==> src/ecpu_pkg.sv <==
`timescale 1ns / 1ps
// ----------------------------------------------------------------------------
// ecpu_pkg
// Types and constants shared by the 8-bit CPU execute unit.
// ----------------------------------------------------------------------------
package ecpu_pkg;

    localparam int DATA_W    = 8;
    localparam int REG_IDX_W = 6;
    localparam int FLAG_W    = 5;
    localparam int PC_W      = 16;

    // non-negative sign-extended immediates reach words 0..31 only
    localparam int DS_WORDS = 32;
    localparam int DS_AW    = $clog2(DS_WORDS);

    localparam int FLAG_C = 4;
    localparam int FLAG_V = 3;
    localparam int FLAG_N = 2;
    localparam int FLAG_S = 1;
    localparam int FLAG_Z = 0;

    typedef enum logic [3:0] {
        OP_ADD  = 4'd0,
        OP_SUB  = 4'd1,
        OP_MUL  = 4'd2,
        OP_LDI  = 4'd3,
        OP_BEQZ = 4'd4,
        OP_AND  = 4'd5,
        OP_OR   = 4'd6,
        OP_JR   = 4'd7,
        OP_SAL  = 4'd8,
        OP_SAR  = 4'd9,
        OP_LB   = 4'd10,
        OP_SB   = 4'd11
    } t_op;

    typedef struct packed {
        logic                 en;
        logic [REG_IDX_W-1:0] addr;
        logic [DATA_W-1:0]    data;
    } t_rf_wr;

    typedef struct packed {
        logic              en;
        logic [DS_AW-1:0]  addr;
        logic [DATA_W-1:0] data;
    } t_ds_wr;

    typedef struct packed {
        logic [DATA_W-1:0] value;
        logic [FLAG_W-1:0] flags;
        logic              redirect;
        logic [PC_W-1:0]   target;
        logic              addr_err;
        logic              rf_we;
        logic              ds_we;
    } t_exec_res;

endpackage

==> src/ecpu_regfile.sv <==
`timescale 1ns / 1ps
// ----------------------------------------------------------------------------
// ecpu_regfile
// Register file: synchronous 2-read 1-write memory with per-entry valid bits
// and a last-write bypass for reads issued in the same cycle as a write.
// ----------------------------------------------------------------------------
module ecpu_regfile import ecpu_pkg::*; #(
    parameter int REG_COUNT = 64
) (
    input  logic                 i_clk,
    input  logic                 i_rst_n,
    input  logic                 i_rd_en,
    input  logic [REG_IDX_W-1:0] i_rd_addr_a,
    input  logic [REG_IDX_W-1:0] i_rd_addr_b,
    input  t_rf_wr               i_wr,
    output logic [DATA_W-1:0]    o_rd_data_a,
    output logic [DATA_W-1:0]    o_rd_data_b
);

    localparam int AW = (REG_COUNT > 1) ? $clog2(REG_COUNT) : 1;
    localparam logic [REG_IDX_W:0] CNT = (REG_IDX_W + 1)'(REG_COUNT);

    logic [DATA_W-1:0]    r_mem [REG_COUNT];
    logic [REG_COUNT-1:0] r_vld;

    logic [DATA_W-1:0]    r_rd_a;
    logic [DATA_W-1:0]    r_rd_b;
    logic                 r_hit_a;
    logic                 r_hit_b;
    logic [REG_IDX_W-1:0] r_addr_a;
    logic [REG_IDX_W-1:0] r_addr_b;

    logic                 r_fwd_vld;
    logic [REG_IDX_W-1:0] r_fwd_addr;
    logic [DATA_W-1:0]    r_fwd_data;

    logic in_a;
    logic in_b;
    logic wr_ok;

    assign in_a  = {1'b0, i_rd_addr_a} < CNT;
    assign in_b  = {1'b0, i_rd_addr_b} < CNT;
    assign wr_ok = i_wr.en && ({1'b0, i_wr.addr} < CNT);

    always_ff @(posedge i_clk) begin
        if (wr_ok) begin
            r_mem[i_wr.addr[AW-1:0]] <= i_wr.data;
        end
        if (i_rd_en) begin
            r_rd_a   <= r_mem[i_rd_addr_a[AW-1:0]];
            r_rd_b   <= r_mem[i_rd_addr_b[AW-1:0]];
            r_addr_a <= i_rd_addr_a;
            r_addr_b <= i_rd_addr_b;
        end
        if (wr_ok) begin
            r_fwd_addr <= i_wr.addr;
            r_fwd_data <= i_wr.data;
        end
    end

    always_ff @(posedge i_clk) begin
        if (!i_rst_n) begin
            r_vld     <= '0;
            r_fwd_vld <= 1'b0;
            r_hit_a   <= 1'b0;
            r_hit_b   <= 1'b0;
        end else begin
            if (wr_ok) begin
                r_vld[i_wr.addr[AW-1:0]] <= 1'b1;
                r_fwd_vld                <= 1'b1;
            end
            if (i_rd_en) begin
                r_hit_a <= in_a && r_vld[i_rd_addr_a[AW-1:0]];
                r_hit_b <= in_b && r_vld[i_rd_addr_b[AW-1:0]];
            end
        end
    end

    always_comb begin
        if (r_fwd_vld && (r_fwd_addr == r_addr_a)) begin
            o_rd_data_a = r_fwd_data;
        end else begin
            o_rd_data_a = r_hit_a ? r_rd_a : '0;
        end
        if (r_fwd_vld && (r_fwd_addr == r_addr_b)) begin
            o_rd_data_b = r_fwd_data;
        end else begin
            o_rd_data_b = r_hit_b ? r_rd_b : '0;
        end
    end

endmodule

==> src/ecpu_dstore.sv <==
`timescale 1ns / 1ps
// ----------------------------------------------------------------------------
// ecpu_dstore
// Data store: synchronous 1-read 1-write byte memory with per-entry valid
// bits and a last-write bypass.
// ----------------------------------------------------------------------------
module ecpu_dstore import ecpu_pkg::*; (
    input  logic              i_clk,
    input  logic              i_rst_n,
    input  logic              i_rd_en,
    input  logic [DS_AW-1:0]  i_rd_addr,
    input  t_ds_wr            i_wr,
    output logic [DATA_W-1:0] o_rd_data
);

    logic [DATA_W-1:0]   r_mem [DS_WORDS];
    logic [DS_WORDS-1:0] r_vld;

    logic [DATA_W-1:0] r_rd;
    logic              r_hit;
    logic [DS_AW-1:0]  r_addr;

    logic              r_fwd_vld;
    logic [DS_AW-1:0]  r_fwd_addr;
    logic [DATA_W-1:0] r_fwd_data;

    always_ff @(posedge i_clk) begin
        if (i_wr.en) begin
            r_mem[i_wr.addr] <= i_wr.data;
            r_fwd_addr       <= i_wr.addr;
            r_fwd_data       <= i_wr.data;
        end
        if (i_rd_en) begin
            r_rd   <= r_mem[i_rd_addr];
            r_addr <= i_rd_addr;
        end
    end

    always_ff @(posedge i_clk) begin
        if (!i_rst_n) begin
            r_vld     <= '0;
            r_fwd_vld <= 1'b0;
            r_hit     <= 1'b0;
        end else begin
            if (i_wr.en) begin
                r_vld[i_wr.addr] <= 1'b1;
                r_fwd_vld        <= 1'b1;
            end
            if (i_rd_en) begin
                r_hit <= r_vld[i_rd_addr];
            end
        end
    end

    always_comb begin
        if (r_fwd_vld && (r_fwd_addr == r_addr)) begin
            o_rd_data = r_fwd_data;
        end else begin
            o_rd_data = r_hit ? r_rd : '0;
        end
    end

endmodule

==> src/ecpu_alu.sv <==
`timescale 1ns / 1ps
// ----------------------------------------------------------------------------
// ecpu_alu
// Execute datapath: arithmetic, logic, shifts, branch target, load/store
// selection and status flag update for one instruction.
// ----------------------------------------------------------------------------
module ecpu_alu import ecpu_pkg::*; (
    input  t_op                  i_op,
    input  logic [REG_IDX_W-1:0] i_field,
    input  logic [PC_W-1:0]      i_pc,
    input  logic [DATA_W-1:0]    i_a,
    input  logic [DATA_W-1:0]    i_b,
    input  logic [DATA_W-1:0]    i_ld_data,
    input  logic [FLAG_W-1:0]    i_flags,
    output t_exec_res            o_res
);

    logic [DATA_W:0]   sum;
    logic [DATA_W-1:0] diff;
    logic [DATA_W-1:0] imm;
    logic [2*DATA_W-1:0] prod;
    logic [2:0]        sar_amt;
    logic [DATA_W-1:0] res;
    logic              v_add;
    logic              v_sub;

    assign sum     = {1'b0, i_a} + {1'b0, i_b};
    assign diff    = i_a - i_b;
    assign imm     = {{(DATA_W - REG_IDX_W){i_field[REG_IDX_W-1]}}, i_field};
    assign prod    = i_a * i_b;
    assign sar_amt = (i_field >= REG_IDX_W'(DATA_W)) ? 3'd7 : i_field[2:0];
    assign v_add   = (i_a[DATA_W-1] ^ sum[DATA_W-1]) & (i_b[DATA_W-1] ^ sum[DATA_W-1]);
    assign v_sub   = (i_a[DATA_W-1] ^ i_b[DATA_W-1]) & (i_a[DATA_W-1] ^ diff[DATA_W-1]);

    always_comb begin
        res            = '0;
        o_res          = '0;
        o_res.flags    = i_flags;
        case (i_op)
            OP_ADD: begin
                res         = sum[DATA_W-1:0];
                o_res.rf_we = 1'b1;
            end
            OP_SUB: begin
                res         = diff;
                o_res.rf_we = 1'b1;
            end
            OP_MUL: begin
                res         = prod[DATA_W-1:0];
                o_res.rf_we = 1'b1;
            end
            OP_LDI: begin
                res         = imm;
                o_res.rf_we = 1'b1;
            end
            OP_BEQZ: begin
                if (i_a == '0) begin
                    o_res.redirect = 1'b1;
                    o_res.target   = i_pc + {{(PC_W - REG_IDX_W){i_field[REG_IDX_W-1]}},
                                             i_field} - PC_W'(1);
                end
            end
            OP_AND: begin
                res         = i_a & i_b;
                o_res.rf_we = 1'b1;
            end
            OP_OR: begin
                res         = i_a | i_b;
                o_res.rf_we = 1'b1;
            end
            OP_JR: begin
                o_res.redirect = 1'b1;
                o_res.target   = {i_a, i_b};
            end
            OP_SAL: begin
                res         = (i_field >= REG_IDX_W'(DATA_W)) ? '0 : (i_a << i_field[2:0]);
                o_res.rf_we = 1'b1;
            end
            OP_SAR: begin
                res         = DATA_W'($signed(i_a) >>> sar_amt);
                o_res.rf_we = 1'b1;
            end
            OP_LB: begin
                if (i_field[REG_IDX_W-1]) begin
                    o_res.addr_err = 1'b1;
                end else begin
                    res         = i_ld_data;
                    o_res.rf_we = 1'b1;
                end
            end
            OP_SB: begin
                if (i_field[REG_IDX_W-1]) begin
                    o_res.addr_err = 1'b1;
                end else begin
                    res         = i_a;
                    o_res.ds_we = 1'b1;
                end
            end
            default: begin
                res = '0;
            end
        endcase

        case (i_op)
            OP_ADD: begin
                o_res.flags[FLAG_C] = sum[DATA_W];
                o_res.flags[FLAG_V] = v_add;
                o_res.flags[FLAG_N] = res[DATA_W-1];
                o_res.flags[FLAG_Z] = (res == '0);
                o_res.flags[FLAG_S] = res[DATA_W-1] ^ v_add;
            end
            OP_SUB: begin
                o_res.flags[FLAG_V] = v_sub;
                o_res.flags[FLAG_N] = res[DATA_W-1];
                o_res.flags[FLAG_Z] = (res == '0);
                o_res.flags[FLAG_S] = res[DATA_W-1] ^ v_sub;
            end
            OP_MUL, OP_AND, OP_OR, OP_SAL, OP_SAR: begin
                o_res.flags[FLAG_N] = res[DATA_W-1];
                o_res.flags[FLAG_Z] = (res == '0);
            end
            default: begin
                o_res.flags = i_flags;
            end
        endcase

        o_res.value = res;
    end

endmodule

==> src/eight_bit_cpu_execute_unit.sv <==
`timescale 1ns / 1ps
// ----------------------------------------------------------------------------
// eight_bit_cpu_execute_unit
// Execute stage of a small 8-bit CPU: register file, status bits and data
// store, one decoded instruction per beat.
// ----------------------------------------------------------------------------
//  channel   handshake                 payload
//  in        i_in_valid / o_in_ready   i_op, i_dest_reg, i_operand_field,
//                                      i_current_pc
//  out       o_out_valid / i_out_ready o_written_value, o_flags, o_redirect,
//                                      o_target_pc, o_address_error
//
//  one beat per cycle unless the output stalls; o_out_valid is registered
//  after the execute stage; the accept reads the register file and data store;
//  execute then writes back; a bypass covers reads issued on the write cycle
//  reset clears the valid bits of both memories at once, no sweep
//  a stalled output holds the execute stage, which then blocks the input
// ----------------------------------------------------------------------------
module eight_bit_cpu_execute_unit import ecpu_pkg::*; #(
    parameter int REG_COUNT = 64
) (
    input  logic                     i_clk,
    input  logic                     i_rst_n,
    input  logic                     i_in_valid,
    output logic                     o_in_ready,
    input  logic [3:0]               i_op,
    input  logic [REG_IDX_W-1:0]     i_dest_reg,
    input  logic [REG_IDX_W-1:0]     i_operand_field,
    input  logic [PC_W-1:0]          i_current_pc,
    output logic                     o_out_valid,
    input  logic                     i_out_ready,
    output logic signed [DATA_W-1:0] o_written_value,
    output logic [FLAG_W-1:0]        o_flags,
    output logic                     o_redirect,
    output logic [PC_W-1:0]          o_target_pc,
    output logic                     o_address_error
);

    logic                 r_e_vld;
    t_op                  r_e_op;
    logic [REG_IDX_W-1:0] r_e_dest;
    logic [REG_IDX_W-1:0] r_e_field;
    logic [PC_W-1:0]      r_e_pc;

    logic [FLAG_W-1:0]    r_flags;

    logic                 r_o_vld;
    t_exec_res            r_o_res;

    logic                 in_acc;
    logic                 e_go;
    logic [DATA_W-1:0]    op_a;
    logic [DATA_W-1:0]    op_b;
    logic [DATA_W-1:0]    ld_data;
    t_exec_res            res;
    t_rf_wr               rf_wr;
    t_ds_wr               ds_wr;

    assign e_go       = r_e_vld && (!r_o_vld || i_out_ready);
    assign o_in_ready = !r_e_vld || e_go;
    assign in_acc     = i_in_valid && o_in_ready;

    assign rf_wr.en   = e_go && res.rf_we;
    assign rf_wr.addr = r_e_dest;
    assign rf_wr.data = res.value;

    assign ds_wr.en   = e_go && res.ds_we;
    assign ds_wr.addr = r_e_field[DS_AW-1:0];
    assign ds_wr.data = res.value;

    ecpu_regfile #(
        .REG_COUNT (REG_COUNT)
    ) u_regfile (
        .i_clk       (i_clk),
        .i_rst_n     (i_rst_n),
        .i_rd_en     (in_acc),
        .i_rd_addr_a (i_dest_reg),
        .i_rd_addr_b (i_operand_field),
        .i_wr        (rf_wr),
        .o_rd_data_a (op_a),
        .o_rd_data_b (op_b)
    );

    ecpu_dstore u_dstore (
        .i_clk     (i_clk),
        .i_rst_n   (i_rst_n),
        .i_rd_en   (in_acc),
        .i_rd_addr (i_operand_field[DS_AW-1:0]),
        .i_wr      (ds_wr),
        .o_rd_data (ld_data)
    );

    ecpu_alu u_alu (
        .i_op      (r_e_op),
        .i_field   (r_e_field),
        .i_pc      (r_e_pc),
        .i_a       (op_a),
        .i_b       (op_b),
        .i_ld_data (ld_data),
        .i_flags   (r_flags),
        .o_res     (res)
    );

    // execute stage payload and output result
    always_ff @(posedge i_clk) begin
        if (in_acc) begin
            r_e_op    <= t_op'(i_op);
            r_e_dest  <= i_dest_reg;
            r_e_field <= i_operand_field;
            r_e_pc    <= i_current_pc;
        end
        if (e_go) begin
            r_o_res <= res;
        end
    end

    always_ff @(posedge i_clk) begin
        if (!i_rst_n) begin
            r_e_vld <= 1'b0;
            r_o_vld <= 1'b0;
            r_flags <= '0;
        end else begin
            if (o_in_ready) begin
                r_e_vld <= i_in_valid;
            end
            if (e_go) begin
                r_o_vld <= 1'b1;
                r_flags <= res.flags;
            end else if (i_out_ready) begin
                r_o_vld <= 1'b0;
            end
        end
    end

    assign o_out_valid     = r_o_vld;
    assign o_written_value = r_o_res.value;
    assign o_flags         = r_o_res.flags;
    assign o_redirect      = r_o_res.redirect;
    assign o_target_pc     = r_o_res.target;
    assign o_address_error = r_o_res.addr_err;

    a_ready_only_on_stall: assert property (@(posedge i_clk) disable iff (!i_rst_n)
        !o_in_ready |-> (r_e_vld && r_o_vld && !i_out_ready))
        else $error("input stalled without a blocked execute stage");

    a_exec_fills_output: assert property (@(posedge i_clk) disable iff (!i_rst_n)
        e_go |=> r_o_vld)
        else $error("executed beat did not reach the output register");

    a_addr_err_no_effect: assert property (@(posedge i_clk) disable iff (!i_rst_n)
        (o_out_valid && o_address_error) |-> (o_written_value == '0 && !o_redirect))
        else $error("address error beat carries a value or redirect");

    a_target_only_on_redirect: assert property (@(posedge i_clk) disable iff (!i_rst_n)
        (o_out_valid && !o_redirect) |-> (o_target_pc == '0))
        else $error("target pc set without redirect");

    a_no_write_on_error: assert property (@(posedge i_clk) disable iff (!i_rst_n)
        (e_go && res.addr_err) |-> (!rf_wr.en && !ds_wr.en))
        else $error("memory write on a faulted load or store");

endmodule
==> config.mk <==
export PLATFORM = sky130hd
export DESIGN_NAME = eight_bit_cpu_execute_unit
export DESIGN_NICKNAME = d
export VERILOG_FILES = /design/src/ecpu_pkg.sv /design/src/ecpu_regfile.sv /design/src/ecpu_dstore.sv /design/src/ecpu_alu.sv /design/src/eight_bit_cpu_execute_unit.sv
export SDC_FILE = /design/constraint.sdc
export NUM_CORES = 1
export LEC_CHECK = 0
export BUFFER_PORTS_ARGS = -buffer_cell sky130_fd_sc_hd__buf_2
export CORE_MARGIN = 5
export CORE_UTILIZATION = 50
export CTS_BUF_LIST = sky130_fd_sc_hd__clkbuf_8
export DETAILED_ROUTE_END_ITERATION = 7
export PLACE_DENSITY_LB_ADDON = 0.12
export SYNTH_ARGS = -nofsm -noshare
export SYNTH_HDL_FRONTEND = slang
export SYNTH_SLANG_ARGS = --single-unit
==> constraint.sdc <==
create_clock -name i_clk -period 12.45 [get_ports i_clk]
set_input_delay 3.1125 -clock i_clk [delete_from_list [all_inputs] [get_ports i_clk]]
set_output_delay 3.1125 -clock i_clk [all_outputs]
set_load 0.01 [all_outputs]
==> flow_summary.ini <==
[cells_and_area]
multiInputGateArea_um2 = 16600
post_layout_nonfiller_instances = 4136
area_growth_pct = 11.1
drive_gt1_share_pct = 31.0
nFillCells = 7154
register_area_um2 = 28600
fin_nets = 2866

[setup_path]
reg2reg_setup_slack_ps = 5200
critical-path-max-stage-delay_ps = 840
path_max_fanout = 102
cp.required_ps = 13160
critical_path_class = flip-flop to flip-flop
crit_slowest_cell = edfxtp_1
crit_path_end_kind = flip-flop
cp_data_arrival_time_ps = 7970
cp-start-kind = flip-flop
cpMostUsedCell = inv_1
crit_chain = xnor2_1, nand3_1, nor2_1, a21o_1, ha_1, inv_1, fa_1, inv_1, fa_1, ha_1, inv_1, fa_1, inv_1, ha_1, a21o_1, a21oi_1, xnor2_1, xnor2_1, xnor3_1, xnor3_1, o21bai_4, buf_4, mux2_2
ff2ff_path_depth = 23

[timing]
period_minus_slack_ps = 7250
maxSlewHeadroom_pct = 9.12
finClkSkew_ps = 40.0
period_share_pct = 58.3
worstMarginPinSlew_ps = 1360
setup_tns_ps = 0
final-max-slew-violation-count = 0
timing.fmax_ghz = 0.138
rsz0062_at_grt = no
finalHoldViolations = 0
finalSetupViolations = 0

[route]
via_per_inst = 6.33
drt-met1-wl_um = 50800
met3_length_um = 9020
drtIter0Drc = 2598
routed-wl-met2_um = 62700
dr.pass1.iters = 5
routed_wl_um = 126000
drc_errors = 0
wl_per_cell_um = 30.5
routed.top_layer = met5
postRouteAntennaNets = 0
num_vias = 26200

[clock_network]
clkTransAtPathRegs_ps = 60
cts.path.max_buffers = 3
post_cts_buffers = 0
clkSinkCount = 990
cts_tree = built
cts_buffers = 168
insertion_delay_ps = 870
cts_root_buf = clkbuf_8
cts-resized-gates = 0
htree_num_levels = 4
cts-hold-fix-buffers = 0

[power]
comb_power_share_pct = 7.2
power_density_nw_per_um2 = 135
internal_power_mw = 5.28
p_leak_nw = 17.2
p_clk_share_pct = 40.1
ir_drop_mv = 0.104
power.switching_mw = 1.67
sw_frac_of_total_pct = 24.1
pwr-share-seq_pct = 52.7

[yosys]
yosysTopAreaCell = edfxtp_1
synth_edf_count = 882
synth_cell_types = 84
async_flop_share_pct = 0
synthesis.area_um2 = 46300
yosys_warnings = 0
syn_nets = 2706
syn_inst = 2587
synthTopCellsByArea = edfxtp_1 57%, mux4_2 23%, dfxtp_1 4.7%
ys_seq_area_share_pct = 61.9
ys_ff_latch = 990
synth_top_area_share_pct = 57.2
ys.flop_type = edfxtp_1
syn_avg_cell_area_um2 = 17.9

[worst_hold_path]
hold_depth = 1
worstHoldPathType = flip-flop to flip-flop

[floorplan]
core.rowCount = 111
fp.coreArea_um2 = 91800
io_pins = 69
die_area_um2 = 98800
die_h_um = 314
dieWidth_um = 314
start_util_pct = 50.4

[global_routing]
antenna_found_initial = 5
grt_max_degree = 103
first_global_vias = 27200
grt_pass1_wl_um = 185000
overflow = 0
grt.total_usage_pct = 25.8

[placement]
gp_congestion = 0.887
io_buffers = 68
dpl.cell_count = 3820
dp_hpwl_um = 78500

[status]
status = completed

[flow_run]
cap_violations = 0
layout by cell type (no fill, tap or decap), drive strengths merged, types with 4 or more instances in the layout:
master,netlist,final
edfxtp,882,882
buf,62,147
a211oi,9,9
mux2i,23,23
a31oi,12,12
nand2,80,80
o22ai,22,22
nand4,7,7
fa,15,15
a32oi,4,4
and3,5,5
nor4,7,7
clkinv,5,61
mux4,472,472
nand3,28,28
xnor2,31,31
inv,106,174
a21oi,52,52
or3,5,5
o31ai,4,4
a221o,4,4
o221ai,5,5
o211ai,9,9
o21a,80,80
and2,19,19
nor2,205,205
o21ai,22,22
mux2,23,23
nor2b,10,10
nor3,17,17
o21bai,9,9
dfxtp,108,108
nand3b,6,6
nand2b,12,12
ha,68,68
clkbuf,95,186
a21o,11,11
xor2,13,13
path summary, 6_finish.rpt:
path / end / start
max: o_flags[2] / u_regfile.r_addr_b[3]
min: u_dstore.r_fwd_vld / u_dstore.r_fwd_vld
min reg2reg: u_dstore.r_fwd_vld / u_dstore.r_fwd_vld
max reg2reg: o_flags[2] / u_regfile.r_addr_b[3]
stage by stage:
stage                     worst slack (ps)  area, um^2  utilization, %  power [mW]  hold slack, ps
after floorplan                       3210       46300               -        4.07             428
after global placement                5130       48200            52.5        4.23             442
after detailed placement              5080       48200            52.5        4.24             446
after CTS                             5170       51400            56.0        7.02             460
after global routing                  4750       51400            56.0        7.21             481
final                                 5200       51400            56.0        6.95             458
worst max-delay path: cells and delay by family, from the launching register on:
kind,cells,cell delay (ps)
AO/OA/AOI/OAI,4,830
AND/OR/NAND/NOR,2,490
multiplexers,1,300
buffers and inverters,5,1050
flip-flops,1,840
XOR/XNOR,5,1400
adder cells (fa/ha/maj),6,2170
cell usage after synthesis (5+ instances only):
cell and number:
a211oi_1 9, a21o_1 11, a21oi_1 51, a31oi_1 12
and2_1 19, buf_1 31, buf_2 20, buf_4 5
buf_6 5, clkbuf_1 95, dfxtp_1 108, edfxtp_1 882
fa_1 15, ha_1 68, inv_1 103, mux2_2 19
mux2i_1 22, mux4_2 472, nand2_1 79, nand2b_1 12
nand3_1 28, nand3b_1 6, nand4_1 7, nor2_1 204
nor2b_1 10, nor3_1 16, o211ai_1 9, o21a_1 80
o21ai_0 19, o21bai_1 8, o221ai_1 5, o22ai_1 22
or3_1 5, xnor2_1 30, xor2_1 13
registers in the layout (all words and copies together) (netlist names), 6 cells and up:
signal / cells
u_regfile.r_fwd_addr: 6
u_dstore.r_fwd_data: 8
u_regfile.r_rd_b: 8
o_written_value: 8
u_dstore.r_rd: 8
u_dstore.r_vld: 32
u_regfile.r_addr_b: 6
u_regfile.r_rd_a: 8
o_target_pc: 16
u_regfile.r_fwd_data: 8
u_regfile.r_addr_a: 6
r_e_pc: 16
u_regfile.r_mem: 512
u_regfile.r_vld: 64
u_dstore.r_mem: 256
power by group through the flow:
| stage | clock (mW) | combinational (mW) | sequential [mW] |
|---|---|---|---|
| floorplan | 0 | 0.351 | 3.72 |
| global placement | 0 | 0.499 | 3.73 |
| detailed placement | 0 | 0.506 | 3.73 |
| CTS | 2.86 | 0.507 | 3.66 |
| global route | 3.02 | 0.535 | 3.66 |
| finish | 2.79 | 0.502 | 3.66 |
layout make-up:
type / count / share of cell area, %
clock buffers: 186 / 4.98
flip-flops and latches: 990 / 55.7
repair buffers: 147 / 1.90
inverters: 111 / 0.822
diodes: 3 / 0.0146
multi-input cells: 1329 / 32.3
clock inverters: 127 / 1.29
well taps: 1243 / 3.02
routing by layer:
layer / GRT usage (%) / vias up
li1: - / 10900
met3: 5.20 / 228
met5: 0 / -
met4: 7.99 / 2
met1: 35.2 / 13900
met2: 42.6 / 1118
cells by family (layout without fill, tap and decap cells):
group / after synthesis / after routing / share of synthesized area [%]
buffers and inverters: 268 / 571 / 2.39
muxes: 518 / 518 / 24.1
xor gates and xnor gates: 47 / 47 / 0.995
DFF: 990 / 990 / 61.9
adders and majority gates: 83 / 83 / 2.49
and+or+nand+nor: 413 / 413 / 4.13
other: 0 / 3 / 0
AOI/OAI and AO/OA: 268 / 268 / 4.04
Note: power is estimated with default switching activity, not from simulation.
